==> config.mk <==
export PLATFORM = sky130hd
export DESIGN_NAME = tcdc_scale
export DESIGN_NICKNAME = d
export VERILOG_FILES = /design/src/hdl/tcdc_pkg.sv /design/src/hdl/tcdc_scale.sv
export SDC_FILE = /design/constraint.sdc
export NUM_CORES = 1
export LEC_CHECK = 0
export CELL_PAD_IN_SITES_DETAIL_PLACEMENT = 0
export CELL_PAD_IN_SITES_GLOBAL_PLACEMENT = 1
export CORE_UTILIZATION = 30
export CTS_CLUSTER_DIAMETER = 80
export CTS_CLUSTER_SIZE = 16
export DETAILED_ROUTE_END_ITERATION = 6
export DONT_BUFFER_PORTS = 1
export PLACE_DENSITY_LB_ADDON = 0.1
export SYNTH_ARGS = -nofsm -noshare
export SYNTH_HDL_FRONTEND = slang
export SYNTH_SLANG_ARGS = --single-unit
export TNS_END_PERCENT = 1
==> constraint.sdc <==
create_clock -name clk -period 4.2 [get_ports clk]
set_input_delay 0 -clock clk [delete_from_list [all_inputs] [get_ports clk]]
set_output_delay 0 -clock clk [all_outputs]
set_load 0.01 [all_outputs]
==> src/hdl/tcdc_pkg.sv <==
// Package for the TAC code-density calibration unit: sizes, status codes,
// register indexes and the request/result structs. No dependencies.
package tcdc_pkg;

  localparam int NUM_BINS        = 4096;
  localparam int BIN_W           = $clog2(NUM_BINS);
  localparam int BIN_IDX_W       = BIN_W + 1;
  localparam int MAX_CHANNELS    = 512;
  localparam int CH_W            = $clog2(MAX_CHANNELS);
  localparam int HIST_AW         = CH_W + BIN_W;
  localparam int EXTRA_STRIDE    = 20;
  localparam int FIRST_BIN_FLOOR = 1000;
  localparam int CNT_W           = 32;
  localparam int SUM_W           = CNT_W + BIN_W;
  localparam int TIME_W          = 25;
  localparam int TIME_STEP_FS    = 70000;
  localparam logic [TIME_W-1:0] TIME_SCALE_FS = 25'd24998190;

  localparam int CFG_W  = 32;
  localparam int CFG_IW = 2;
  localparam logic [CFG_IW-1:0] CFG_NUM_PMTS  = 2'd0;
  localparam logic [CFG_IW-1:0] CFG_NUM_EXTRA = 2'd1;
  localparam logic [CFG_IW-1:0] CFG_MIN_STATS = 2'd2;

  localparam logic [2:0] ST_ACCEPTED = 3'd0;
  localparam logic [2:0] ST_IGNORED  = 3'd1;
  localparam logic [2:0] ST_ILLEGAL  = 3'd2;
  localparam logic [2:0] ST_RANGE    = 3'd3;
  localparam logic [2:0] ST_NO_CAL   = 3'd4;

  typedef struct packed {
    logic        mode;
    logic [9:0]  event_hits;
    logic [1:0]  cal_kind;
    logic        is_extra;
    logic [7:0]  bar;
    logic [1:0]  side;
    logic [3:0]  group_index;
    logic [4:0]  converter_address;
    logic [11:0] tac_data;
    logic [8:0]  query_channel;
  } tcdc_in_t;

  typedef struct packed {
    logic [2:0]        status;
    logic [12:0]       bin_low;
    logic [12:0]       bin_high;
    logic [TIME_W-1:0] time_fs;
    logic              last;
  } tcdc_out_t;

  typedef struct packed {
    logic             start;
    logic [SUM_W-1:0] part;
    logic [SUM_W-1:0] total;
  } scale_req_t;

  typedef struct packed {
    logic              done;
    logic [TIME_W-1:0] q;
  } scale_rsp_t;

endpackage

==> src/hdl/tcdc_scale.sv <==
// Iterative time scaler: floor(TIME_SCALE_FS * part / total), one partial
// step per cycle (double, add, reduce per bit). Depends on tcdc_pkg.
module tcdc_scale import tcdc_pkg::*; (
  input  logic       clk,
  input  logic       rst_n,
  input  scale_req_t req,
  output scale_rsp_t rsp
);

  localparam int R_W = SUM_W + 1;

  logic              busy_r, busy_nxt;
  logic              done_r, done_nxt;
  logic [4:0]        bit_r, bit_nxt;
  logic [1:0]        ph_r, ph_nxt;
  logic [R_W-1:0]    r_r, r_nxt;
  logic [TIME_W-1:0] q_r, q_nxt;
  logic [SUM_W-1:0]  part_r, part_nxt;
  logic [SUM_W-1:0]  total_r, total_nxt;
  logic [R_W-1:0]    r_shift;

  assign r_shift = {r_r[R_W-2:0], 1'b0};

  always_comb begin
    busy_nxt  = busy_r;
    done_nxt  = 1'b0;
    bit_nxt   = bit_r;
    ph_nxt    = ph_r;
    r_nxt     = r_r;
    q_nxt     = q_r;
    part_nxt  = part_r;
    total_nxt = total_r;
    if (req.start) begin
      busy_nxt  = 1'b1;
      bit_nxt   = 5'(TIME_W - 1);
      ph_nxt    = 2'd0;
      r_nxt     = '0;
      q_nxt     = '0;
      part_nxt  = req.part;
      total_nxt = req.total;
    end else if (busy_r) begin
      unique case (ph_r)
        2'd0: begin
          // double remainder and quotient, then reduce once
          if (r_shift >= {1'b0, total_r}) begin
            r_nxt = r_shift - {1'b0, total_r};
            q_nxt = {q_r[TIME_W-2:0], 1'b1};
          end else begin
            r_nxt = r_shift;
            q_nxt = {q_r[TIME_W-2:0], 1'b0};
          end
          ph_nxt = 2'd1;
        end
        2'd1: begin
          if (TIME_SCALE_FS[bit_r]) begin
            r_nxt = r_r + {1'b0, part_r};
          end
          ph_nxt = 2'd2;
        end
        default: begin
          if (r_r >= {1'b0, total_r}) begin
            r_nxt = r_r - {1'b0, total_r};
            q_nxt = q_r + 1'b1;
          end
          ph_nxt = 2'd0;
          if (bit_r == 5'd0) begin
            busy_nxt = 1'b0;
            done_nxt = 1'b1;
          end else begin
            bit_nxt = bit_r - 1'b1;
          end
        end
      endcase
    end
  end

  always_ff @(posedge clk) begin
    if (!rst_n) begin
      busy_r <= 1'b0;
      done_r <= 1'b0;
    end else begin
      busy_r <= busy_nxt;
      done_r <= done_nxt;
    end
    bit_r   <= bit_nxt;
    ph_r    <= ph_nxt;
    r_r     <= r_nxt;
    q_r     <= q_nxt;
    part_r  <= part_nxt;
    total_r <= total_nxt;
  end

  assign rsp.done = done_r;
  assign rsp.q    = q_r;

endmodule

# Word level (Yosys, flattened, before mapping)
# Memories as Yosys holds them, arrays and structs flattened. A register that Yosys moved wholly into a read port is not among the register bits.
# Index checks and enable logic that the tools add are counted.
# totals
reg_bits	167
romBits	32
input_bits	91
out_inout_bits	26
word_cells	49
mem_count	1
# op_classes
add_sub_neg	5
n_lt_le_gt_ge	3
eq_ne	2
n_mux	16
bitwise	5
reduce_logical	9
# mem_list
memory	depth	width	read_ports	rd_clocked_by_memory_dff	write_ports	line_no	source
(no name shown)	32	1	1	1	0	tcdc_scale.sv:55	if (TIME_SCALE_FS[bit_r]) begin
# op_table
operator	count
2-to-1 mux 45 bit	3
>= comparator 45 x 44 -> 1 bit	2
one-hot mux 45 bit (2 select lines)	1
subtractor 45 x 44 -> 45 bit	2
one-hot mux 25 bit (2 select lines)	1
adder 45 x 44 -> 45 bit	1
adder 25 x 1 -> 25 bit (second input constant)	1
2-to-1 mux 25 bit	1
2-to-1 mux 5 bit	2
AND reduction 3 bit	3
2-to-1 mux 1 bit	7
< comparator 5 x 6 -> 1 bit (second input constant)	1
logical NOT 5 bit	1
NOT 1 bit	5
OR reduction 5 bit	1
subtractor 5 x 1 -> 5 bit (second input constant)	1
one-hot mux 2 bit (2 select lines)	1
nonzero test 3 bit	1
== test 2 x 1 -> 1 bit (second input constant)	1
logical NOT 2 bit	1
!= test 2 bit (second input constant)	1
nonzero test 2 bit	1
OR reduction 2 bit	1

# Longest topological paths before layout
# Gate-level depths: netlist (run 1).
# logic_depth
word_depth	6
mapped_depth	15
ltp_nobuf	13

# Worst setup path before layout (run 1)
# OpenSTA, ideal clock, no wires.
# synth_path
path_kind	reg2reg
startpoint	reg total_r[1]
endpoint	reg r_r[22]
setup_time_ps	126
t_arrival_ps	2823
required_time_ps	4074
setup_slack_ps	1251
path_stages_with_launch	13
n_path_buf	1
synth_period_minus_slack_ps	2949
path_cell_list	edfxtp_1 inv_1 ha_1 nor2b_1 o2111ai_1 a31oi_1 o22a_1 a211oi_2 o21ai_2 buf_4 mux2_2 a222oi_1 a21oi_1
# synth_via
elab_chain_len	3
word_cells_on_any_way	9
cone_classes	add/sub: 2; order compare: 2; mux: 3; reduce/logical: 2
# synth_lines
element	line_no	source
start, declared	tcdc_scale.sv:19	logic [SUM_W-1:0] total_r, total_nxt;
start signal, assigned	tcdc_scale.sv:90	total_r <= total_nxt;
subtractor 45 x 44 -> 45 bit (tied with other cells)	tcdc_scale.sv:62	r_nxt = r_r - {1'b0, total_r};
2-to-1 mux 45 bit (tied with other cells)	tcdc_scale.sv:61	if (r_r >= {1'b0, total_r}) begin
one-hot mux 45 bit (2 select lines) / AND reduction 3 bit (equally long branches)	-	
end signal, assigned	tcdc_scale.sv:87	r_r <= r_nxt;
end, declared	tcdc_scale.sv:16	logic [R_W-1:0] r_r, r_nxt;
# Several ways; a longest one is shown, not always the timed one. The select of a mux whose other input is x is not followed.
# A chain may end at the register's enable or synchronous reset.

# Worst setup path after layout (run 1)
# layout_path
startpoint	reg total_r[38]
endpoint	reg r_r[16]
# layout_via
elab_chain_len	3
word_cells_on_any_way	6
cone_classes	order compare: 2; mux: 2; reduce/logical: 2
# layout_lines
element	line_no
>= comparator 45 x 44 -> 1 bit, on equally long branches	tcdc_scale.sv:45, tcdc_scale.sv:61
2-to-1 mux 45 bit / nonzero test 3 bit (equally long branches)	-
one-hot mux 45 bit (2 select lines) / AND reduction 3 bit (equally long branches)	-
# Several ways; a longest one is shown, not always the timed one.

==> results of run 1 <==
final cells by class:
cell class / count / share of cell area
multi-input cells: 1484 / 0.579
clock inverters: 8 / 0.00536
well taps: 664 / 0.0481
flip-flops and latches: 168 / 0.246
clock buffers: 24 / 0.0328
inverters: 86 / 0.0187
diodes: 2 / 0.000290
repair buffers: 123 / 0.0704
through the flow:
stage / setup slack [ns] / hold slack [ns] / cell area, sq um / utilization / power, mW
global placement: 0.220 / 0.0989 / 15700 / 0.320 / 4.76
detailed placement: 0.209 / 0.0989 / 15700 / 0.320 / 4.74
floorplan: 1.25 / 0.0989 / 15000 / - / 3.94
CTS: 0.189 / 0.0288 / 17300 / 0.352 / 6.69
finish: 0.302 / 0.0339 / 17300 / 0.352 / 6.64
global route: 0.0867 / 0.0673 / 17300 / 0.352 / 7.04
worst max-delay path, cell delays in order (launching register included):
cell	delay (ns)
edfxtp_1	0.35
inv_1	0.07
ha_1	0.44
nand4_2	0.31
nor4_2	0.42
nand4_1	0.15
or4_1	0.44
and4b_1	0.22
nor3b_4	0.17
nor2_1	0.16
nand2_1	0.27
buf_4	0.30
a221oi_1	0.25
a21oi_1	0.18
sequential cells by signal, indices dropped and copies added, names as in the netlist, named ones only:
name	count
done_r	1
ph_r	2
busy_r	1
total_r	44
q_r	25
bit_r	5
part_r	44
r_r	45
per-layer routing:
layer,vias to the layer above,GRT usage
met5,-,0
met4,0,0.0603
met3,49,0.0391
met2,366,0.343
met1,6876,0.313
li1,6998,-
power by group through the flow:
stage	Combinational (mW)	Clock (mW)	Sequential [mW]
6_report	2.85	1.81	1.99
5_1_grt	3.12	1.92	2.01
4_1_cts	2.82	1.88	1.99
3_5_place_dp	2.71	0	2.03
3_3_place_gp	2.74	0	2.03
2_1_floorplan	1.97	0	1.97
kinds of logic (layout without fill, tap and decap cells):
kind of cell,Yosys count,after routing,synth area share
AO/OA/AOI/OAI,698,698,0.302
XOR/XNOR,110,110,0.0644
adder cells (fa/ha/maj),138,138,0.117
multiplexers,25,25,0.0176
other,0,2,0
flip-flops,168,168,0.284
AND/OR/NAND/NOR,513,513,0.166
buffers and inverters,180,241,0.0493
what timing repair did:
action,CTS,global route
endpoints found under the setup margin,0,2
hold endpoints to repair,219,0
hold buffers,90,0
gates resized for setup,0,1
placed cells by master (no fill, tap or decap), types with 9 or more instances in the layout:
master / netlist / layout
a21oi_1: 196 / 196
nand2_1: 164 / 164
o21ai_0: 151 / 151
ha_1: 134 / 134
nor2_1: 126 / 124
dlygate4sd3_1: 0 / 89
edfxtp_1: 88 / 88
inv_1: 83 / 83
dfxtp_1: 80 / 79
xnor2_1: 70 / 70
a21o_1: 67 / 67
nand3_1: 46 / 46
xor2_1: 40 / 40
a31oi_1: 40 / 40
nand4_1: 36 / 36
nor3_1: 30 / 30
buf_4: 4 / 29
o21bai_1: 24 / 24
a211oi_1: 23 / 23
a22oi_1: 22 / 22
clkbuf_16: 0 / 21
o211ai_1: 20 / 20
and3_1: 17 / 17
o21a_1: 16 / 16
mux2i_1: 15 / 15
and2_1: 14 / 14
nand2b_1: 13 / 13
nor2b_1: 13 / 13
a22o_1: 13 / 13
a221oi_1: 11 / 11
mux2_2: 10 / 10
a311oi_1: 9 / 9
how the worst max path moves through the flow:
stage / to / slack, ns / start
CTS: r_r[16] / 0.19 / total_r[38]
detailed placement: r_r[16] / 0.21 / total_r[38]
global route: r_r[16] / 0.09 / total_r[38]
finish: r_r[16] / 0.30 / total_r[38]
floorplan: r_r[22] / 1.25 / total_r[1]
global placement: r_r[16] / 0.22 / total_r[38]
==> impl_results.md, run 1 <==
* Status: finished clean
* Storage cell area at 0.00425 sq mm
* Post-DP HPWL at 42100 microns
* Final hold viol count at 0
* Worst-path clk slew at 0.07 ns
* Hold Startpoint: req[88]
* Cell Int Power at 3.97 mW
* Clk sinks at 168
* Non-Filler Instances at 2559
* Layout cells sized above 1 at 0.0586
* Area fraction of the dominant cell type after synthesis at 0.177
* Mapped Area at 0.0150 sq mm
* Clock Latency Late Sink at 0.50 ns
* Comb pwr share at 0.429
* Initial DRC count at 1144
* Hold Path Depth at 1
* Post-Syn Nets at 2060
* Placed Cells at 2435
* Max-Cap Viols at 0
* Footprint of the multi-input gates at 0.0100 sq mm
* Vias in the first global route at 13800
* Crit path max fanout at 8
* Net Sw Frac at 0.402
* CTS tree: yes
* Ys flop type: edfxtp_1
* Slew @ Worst Pin at 0.944 ns
* Data required, critical path at 4.55 ns
* RSZ-0062 raised after global routing: false
* Final Max Tran Viols at 0
* Worst hold path class: in2reg
* Critical Path Source Type: flip-flop
* Area growth from synthesis to final layout at 15.5%
* Slew margin rel. at 0.370
* Sw power at 2.67 mW
* Die H at 225 microns
* Register area share after synthesis at 0.284
* Drt drc at 0
* Synthesized instance count at 1832
* Worst reg2reg startpoint: total_r[38]
* Synthesized flop and latch total at 168
* FP Rows at 81
* Final TNS setup at 0 ns
* Clock Tree Root: clkbuf_16
* # setup viols final at 0
* CTS max path bufs at 2
* Clock Skew at 0.0186 ns
* Die extent in x at 225 microns
* Top post-synthesis cells by area: edfxtp_1 18%, ha_1 11%, dfxtp_1 11%
* First-pass DRT Iterations at 5
* WP data arrival at 4.25 ns
* Leakage at 6.91 nW
* Antenna Nets Post-Route at 0
* IO buf count at 0
* GR Overflow Total at 0
* Wl on met1 at 27600 microns
* Met3 WL at 2620 microns
* Wire per inst at 21.7 microns
* Asr flop ratio synth at 0
* Final net count at 2108
* Synth warn at 0
* Post-synthesis cell type count at 92
* EDFF count, synth at 88
* Crit. End Element: flip-flop
* Top-count cell post-synth: a21oi_1
* Via count at 14300
* Average vias per placed instance at 5.58
* Achievable Freq at 0.257 GHz
* Uppermost layer routed: met4
* Initial antenna violation count at 3
* Fin crit share at 0.928
* Pwr dens at 384 mW/mm^2
* H-tree Lvls at 4
* Syn Area/Cell at 8.17 sq um
* Post-CTS Setup Inserts at 0
* Sequential share of power at 0.299
* Min-Delay Endpoint: part_r[34]
* DR WL met2 at 24500 microns
* GRT Overall Usage at 0.222
* Crit Path Class: reg2reg
* CTS Buf Count at 17
* Worst VDD drop at 0.330 mV
* Overall routed net length at 55700 microns
* Clk network pwr share at 0.272
* IO Pins at 117
* First-pass GRT wire length at 84200 microns
* Initial Util at 0.305
* Largest net degree at the start of global routing at 132
* Synth area leader: edfxtp_1
* R2R setup slack at 0.30 ns
* Final Critical Period at 3.90 ns
* Top cells by count, synth: 196 x a21oi_1, 164 x nand2_1, 151 x o21ai_0
* Total core area at 0.0491 sq mm
* Final GP Congestion at 0.861
* Worst R2R Path Depth at 13
* Reg-to-reg endpoint: r_r[16]
* Die Area at 0.0508 sq mm
* # fillers at 5255
Note: power is estimated with default switching activity, not from simulation.
==> run 2: changes to the inputs <==
--- a/config.mk
+++ b/config.mk
@@ -5,8 +5,9 @@
 export SDC_FILE = /design/constraint.sdc
 export NUM_CORES = 1
 export LEC_CHECK = 0
-export CELL_PAD_IN_SITES_DETAIL_PLACEMENT = 0
-export CELL_PAD_IN_SITES_GLOBAL_PLACEMENT = 1
+export CELL_PAD_IN_SITES_DETAIL_PLACEMENT = 2
+export CELL_PAD_IN_SITES_GLOBAL_PLACEMENT = 2
+export CORE_MARGIN = 1.5
 export CORE_UTILIZATION = 30
 export CTS_CLUSTER_DIAMETER = 80
 export CTS_CLUSTER_SIZE = 16
==> run 2 against run 1 <==
Net effect:
- clock skew down 0.0012 ns
- via count up 2.2%
- cell area about the same
- non-clock buffer count up 14
- critical path depth down 1
- maximum frequency about the same
- wire length up 11%
- hold slack worse by 0.00084 ns
- largest cell class unchanged
- largest power group unchanged
- highest routed layer unchanged
==> impl_results.md, run 2 (synthesis gave the netlist of run 1 again) <==
* Status: finished clean
* Worst R2R Path Depth at 12 (-1)
* Clk network pwr share at 0.248 (-0.024)
* Post-DP HPWL at 47100 microns (+12%)
* # fillers at 5605 (+6.7%)
* CTS max path bufs at 2 (unchanged)
* Max reg flops at 45 (unchanged)
* Commonest non-fill, non-tap cell in the layout: a21oi_1
* Initial DRC count at 550 (-52%)
* Crit. End Element: flip-flop
* Clk sinks at 168 (unchanged)
* IO buf count at 0 (unchanged)
* Crit path max fanout at 64 (+56)
* Total core area at 0.0491 sq mm (unchanged)
* Comb pwr share at 0.450 (+0.021)
* R2R setup slack at 0.30 ns (about the same)
* Worst VDD drop at 0.323 mV (-2.0%)
* RSZ-0062 raised after global routing: false
* Data required, critical path at 4.61 ns (+0.06 ns)
* Vias in the first global route at 15800 (+14%)
* Max-Cap Viols at 0 (unchanged)
* Initial antenna violation count at 3 (unchanged)
* Area growth from synthesis to final layout at 15.6% (about the same)
* Biggest register: r_r
* Footprint of the multi-input gates at 0.0100 sq mm (about the same)
* Initial Util at 0.305 (unchanged)
* GR Overflow Total at 0 (unchanged)
* Die H at 226 microns (+0.44%)
* Storage cell area at 0.00425 sq mm (unchanged)
* Cell Int Power at 3.84 mW (-3.3%)
* Post-CTS Setup Inserts at 0 (unchanged)
* Worst-path clk slew at 0.08 ns (about the same)
* GRT Overall Usage at 0.247 (+0.0253)
* IO Pins at 117 (unchanged)
* Pwr dens at 381 mW/mm^2 (-0.83%)
* Wire per inst at 24.0 microns (+10%)
* Drt drc at 0 (unchanged)
* Uppermost layer routed: met4
* Final Max Tran Viols at 0 (unchanged)
* Clock Skew at 0.0175 ns (-0.00120 ns)
* First-pass DRT Iterations at 5 (unchanged)
* Average vias per placed instance at 5.68 (+1.7%)
* First-pass GRT wire length at 95500 microns (+13%)
* Worst hold path class: in2reg
* Layout cells sized above 1 at 0.0624 (+0.00376)
* Slew margin rel. at 0.514 (+0.144)
* Met3 WL at 2530 microns (-3.5%)
* Clock Latency Late Sink at 0.50 ns (about the same)
* Most frequent cells in the layout: 196 x a21oi_1, 164 x nand2_1, 151 x o21ai_0
* Sw power at 2.75 mW (+3.1%)
* Fin crit share at 0.928 (about the same)
* Final net count at 2122 (+0.66%)
* Achievable Freq at 0.256 GHz (about the same)
* Largest net degree at the start of global routing at 132 (unchanged)
* Hold Path Depth at 1 (unchanged)
* DR WL met2 at 28700 microns (+17%)
* Final GP Congestion at 0.836 (-2.9%)
* Final hold viol count at 0 (unchanged)
* Leakage at 6.93 nW (+0.29%)
* Die Area at 0.0512 sq mm (+0.89%)
* H-tree Lvls at 4 (unchanged)
* Die extent in x at 226 microns (+0.44%)
* Final Critical Period at 3.90 ns (+0.00103 ns)
* Antenna Nets Post-Route at 0 (unchanged)
* CTS tree: yes
* Final Util at 0.353 (about the same)
* Net Sw Frac at 0.417 (+0.0155)
* Wl on met1 at 29700 microns (+7.4%)
* WP data arrival at 4.31 ns (+0.06 ns)
* Final TNS setup at 0 ns (unchanged)
* Top Registers: r_r x45, part_r x44, total_r x44
* Sequential share of power at 0.302 (+0.003)
* Slew @ Worst Pin at 0.722 ns (-0.222 ns)
* Crit Path Class: reg2reg
* CTS Buf Count at 17 (unchanged)
* Via count at 14600 (+2.2%)
* Overall routed net length at 61700 microns (+11%)
* # setup viols final at 0 (unchanged)
* FP Rows at 81 (unchanged)
* Critical Path Source Type: flip-flop
* Clock Tree Root: clkbuf_16
==> run 2: changes by cell type in the layout (fill, tap and decap cells not counted), moves of 2 or more <==
cell       before  now
inv_6           0    2
clkbuf_8        3    0
clkinv_4        3    1
clkbuf_1        0    2
inv_4           1    4
clkbuf_16      21   18
clkinv_1        2    4
buf_4          29   42
==> run 2: timing repair <==
item                                   CTS  global route
endpoints found under the hold margin  219             0
gates resized for setup                  0             0
hold buffers                            91             0
==> run 2: worst max-delay path, cell delays in order (launching register included) <==
cell and delay, ns:
dfxtp_1 0.40, ha_1 0.55, nand4_2 0.32, nor4_1 0.38, nand4_1 0.13, or4_1 0.42, and4b_1 0.22, nor3b_4 0.17
nor3b_4 0.25, buf_12 0.31, buf_4 0.29, nor2_1 0.06, a311oi_1 0.22
==> run 2: layer usage <==
metal  global-route usage  vias to the layer above
met5                    0                        -
met4               0.0596                        0
met3               0.0472                       39
li1                     -                     7003
met2                0.407                      230
met1                0.331                     7336
==> run 2: cell type report <==
class | instances | area share
antenna | 1 | 0.000145
clock buffer | 20 | 0.0265
sequential | 168 | 0.246
tap | 664 | 0.0480
clock inverter | 12 | 0.00644
timing repair buffer | 137 | 0.0766
multi-input combinational | 1484 | 0.578
inverter | 86 | 0.0187
==> run 2: power groups by stage <==
stage                     registers, mW  clock network, mW  logic (mW)
after global placement             2.02                  0        2.79
after CTS                          1.99               1.71        2.96
after global routing               2.01               1.74        3.25
after floorplan                    1.97                  0        1.97
after detailed placement           2.03                  0        2.83
final                              1.99               1.63        2.96
==> run 2: path summary, 6_finish.rpt <==
path                                     to      from
worst max-delay path                r_r[18]   r_r[38]
worst max register to register      r_r[18]   r_r[38]
worst min-delay path            total_r[32]   req[88]
worst min register to register     bit_r[4]  bit_r[4]
==> run 2: stage by stage <==
stage	worst slack, ns	hold WS (ns)	power [mW]	instance area, sq um	instances
after global placement	0.522	0.0989	4.81	15800	2448
after floorplan	1.25	0.0989	3.94	15000	1832
final	0.301	0.0331	6.59	17300	2572
after CTS	0.355	0.0334	6.66	17300	2571
after detailed placement	0.412	0.0989	4.86	15800	2448
after global routing	0.0597	0.0537	7.00	17300	2572
==> run 3: changes to the inputs <==
--- a/config.mk
+++ b/config.mk
@@ -13,6 +13,7 @@
 export CTS_CLUSTER_SIZE = 16
 export DETAILED_ROUTE_END_ITERATION = 6
 export DONT_BUFFER_PORTS = 1
+export GPL_TIMING_DRIVEN = 0
 export PLACE_DENSITY_LB_ADDON = 0.1
 export SYNTH_ARGS = -nofsm -noshare
 export SYNTH_HDL_FRONTEND = slang
==> run 3 against run 2 <==
Net effect:
- the run now ends with max-capacitance violations, max-slew violations left
- cell count grew 1.8%
- critical path depth grew 1
- maximum frequency shrank 5.5%
- clock skew shrank 0.0027 ns
- combinational power grew 2%
- cell area grew 0.62%
- sequential share of layout area shrank 0.16 points
- non-clock buffer count grew 48
- via count grew 3.8%
==> impl_results.md, run 3 (synthesis gave the netlist of run 1 again) <==
* Failing checks: max-capacitance violations, max-slew violations
* Antenna Nets Post-Route at 0 (unchanged)
* Footprint of the multi-input gates at 0.0101 sq mm (+0.78%)
* Crit. End Element: flip-flop
* Post-DP HPWL at 52500 microns (+11%)
* Met3 WL at 3150 microns (+25%)
* Largest net degree at the start of global routing at 90 (-32%)
* Data required, critical path at 4.58 ns (-0.03 ns)
* Top Registers: r_r x45, part_r x44, total_r x44
* Post-CTS Setup Inserts at 0 (unchanged)
* Drt drc at 0 (unchanged)
* Initial Util at 0.305 (unchanged)
* Buf/Inv on CP at 1 (-1)
* Fin crit share at 0.982 (+0.0540)
* Power, Total at 6.66 mW (+1.2%)
* Logic depth of the worst path, buffers included at 13 (+1)
* Overall routed net length at 67700 microns (+9.8%)
* Post-route design area at 0.0174 sq mm (+0.62%)
* RSZ-0062 raised after global routing: true
* Max reg flops at 45 (unchanged)
* Slew @ Worst Pin at 1.55 ns (+0.830 ns)
* Achievable Freq at 0.242 GHz (-5.5%)
* GRT Overall Usage at 0.270 (+0.0234)
* Initial antenna violation count at 2 (-1)
* Crit Path Class: reg2reg
* Clk sinks at 168 (unchanged)
* FP Rows at 81 (unchanged)
* Dpl cell area at 0.0158 sq mm (unchanged)
* Final Max Tran Viols at 11 (+11)
* CP top delay family: compound AO/OA/AOI/OAI gates
* Initial DRC count at 789 (+43%)
* Wire per inst at 25.9 microns (+7.8%)
* CP max stage cell: a2111oi_1
* Clock Skew at 0.0147 ns (-0.00275 ns)
* IO Pins at 117 (unchanged)
* Leakage at 6.94 nW (+0.28%)
* Status: finished, violations left
* Wl on met1 at 31300 microns (+5.5%)
* Biggest register: r_r
* PnR worst setup slack at 0.0743 ns (-0.227 ns)
* Slew margin rel. at -0.0383 (-0.552)
* Antenna cells at 0 (-1)
* H-tree Lvls at 4 (unchanged)
* Layout cells sized above 1 at 0.0593 (-0.00307)
* Pre-CTS WS at -0.561 ns (-0.973 ns)
* Via count at 15200 (+3.8%)
* Critical Path Source Type: flip-flop
* Worst-path clk slew at 0.07 ns (about the same)
* DR WL met2 at 32000 microns (+12%)
* Worst hold path class: in2reg
* Area growth from synthesis to final layout at 16.3%
* # fillers at 5637 (+0.57%)
* Die Area at 0.0512 sq mm (unchanged)
* Final TNS setup at 0 ns (unchanged)
* Max-Cap Viols at 1 (+1)
* Uppermost layer routed: met4
* Worst VDD drop at 0.334 mV (+3.5%)
* GR Overflow Total at 0 (unchanged)
* IO buf count at 0 (unchanged)
* CTS max path bufs at 2 (unchanged)
* CTS Buf Count at 17 (unchanged)
* WP data arrival at 4.51 ns (+0.20 ns)
* Pwr dens at 383 mW/mm^2 (+0.53%)
* Max stage delay on crit path at 0.87 ns (+0.32 ns)
* Commonest non-fill, non-tap cell in the layout: a21oi_1
* Hold Slack at 0.115 ns (+0.0822 ns)
* Final hold viol count at 0 (unchanged)
* Worst R2R Path Depth at 13 (+1)
* First-pass DRT Iterations at 5 (unchanged)
* Storage cell area at 0.00424 sq mm (about the same)
* Most frequent cells in the layout: 196 x a21oi_1, 164 x nand2_1, 149 x o21ai_0
* CTS tree: yes
* Clock Latency Late Sink at 0.51 ns (about the same)
* Die extent in x at 226 microns (unchanged)
* Final GP Congestion at 0.879 (+5.1%)
* Final Critical Period at 4.13 ns (+0.227 ns)
* # setup viols final at 0 (unchanged)
* Clock Tree Root: clkbuf_16
* Average vias per placed instance at 5.79 (+1.9%)
* Cell chain of the critical path: inv_1 -> ha_1 -> fa_1 -> nand2b_1 -> a21oi_1 -> a21boi_1 -> a2111oi_1 -> nor4b_4 -> o31ai_1 -> xnor2_1 -> o22ai_1 -> a211oi_1 -> a31oi_1
* First-pass GRT wire length at 102000 microns (+6.7%)
* Vias in the first global route at 16100 (+2.1%)
* Hold Path Depth at 1 (unchanged)
* Final net count at 2170 (+2.3%)
* Die H at 226 microns (unchanged)
* Total core area at 0.0491 sq mm (unchanged)
* Crit path max fanout at 4 (-94%)
## run 3: cell count changes in the layout (fill, tap and decap cells not counted), sizes merged
cell,previous run,this run
buf,47,33
bufinv,1,2
clkbuf,20,82
clkinv,5,10
diode,1,0
inv,90,84
## run 3: final timing paths
check / end / from / slack [ns]
max: r_r[40] / r_r[0] / 0.07
min reg2reg: bit_r[4] / bit_r[4] / 0.51
max reg2reg: r_r[40] / r_r[0] / 0.07
min: part_r[11] / req[55] / 0.12
## run 3: repair_timing
| action | 4_1_cts | 5_1_grt |
|---|---|---|
| hold buffers | 91 | 0 |
| setup endpoints to repair | 51 | 54 |
| endpoints found under the hold margin | 180 | 0 |
| resized for setup | 11 | 14 |
## run 3: metrics by stage
| step | instances | util |
|---|---|---|
| after global placement | 2496 | 0.322 |
| after global routing | 2619 | 0.355 |
| after detailed placement | 2496 | 0.322 |
| after floorplan | 1832 | - |
| after CTS | 2619 | 0.353 |
| final | 2619 | 0.355 |
## run 3: report_power, final
| part | switching [mW] | total [mW] | internal (mW) | leakage (nW) |
|---|---|---|---|---|
| clock | 0.765 | 1.65 | 0.885 | 0.273 |
| sequential | 0.144 | 2.00 | 1.86 | 1.52 |
| combinational | 1.94 | 3.01 | 1.07 | 5.16 |
## run 3: worst reg2reg max path, delay by kind of cell, from the launching register on
kind / cells / cell delay (ns)
and+or+nand+nor: 2 / 0.41
AOI/OAI and AO/OA: 7 / 2.23
DFF: 1 / 0.43
xor gates and xnor gates: 1 / 0.18
adders and majority gates: 2 / 0.64
buffers and inverters: 1 / 0.13
## run 3: per-layer routing
| layer | up-vias | track usage |
|---|---|---|
| met3 | 57 | 0.0384 |
| met4 | 0 | 0.0806 |
| met2 | 348 | 0.452 |
| met5 | - | 0 |
| li1 | 7089 | - |
| met1 | 7671 | 0.360 |
## run 3: final cells by class
type,count,area share
Sequential cell,168,0.244
Clock buffer,20,0.0257
Clock inverter,12,0.00726
Multi-Input combinational cell,1484,0.579
Inverter,86,0.0186
Buffer,94,0.0244
Tap cell,664,0.0477
Timing Repair Buffer,91,0.0534
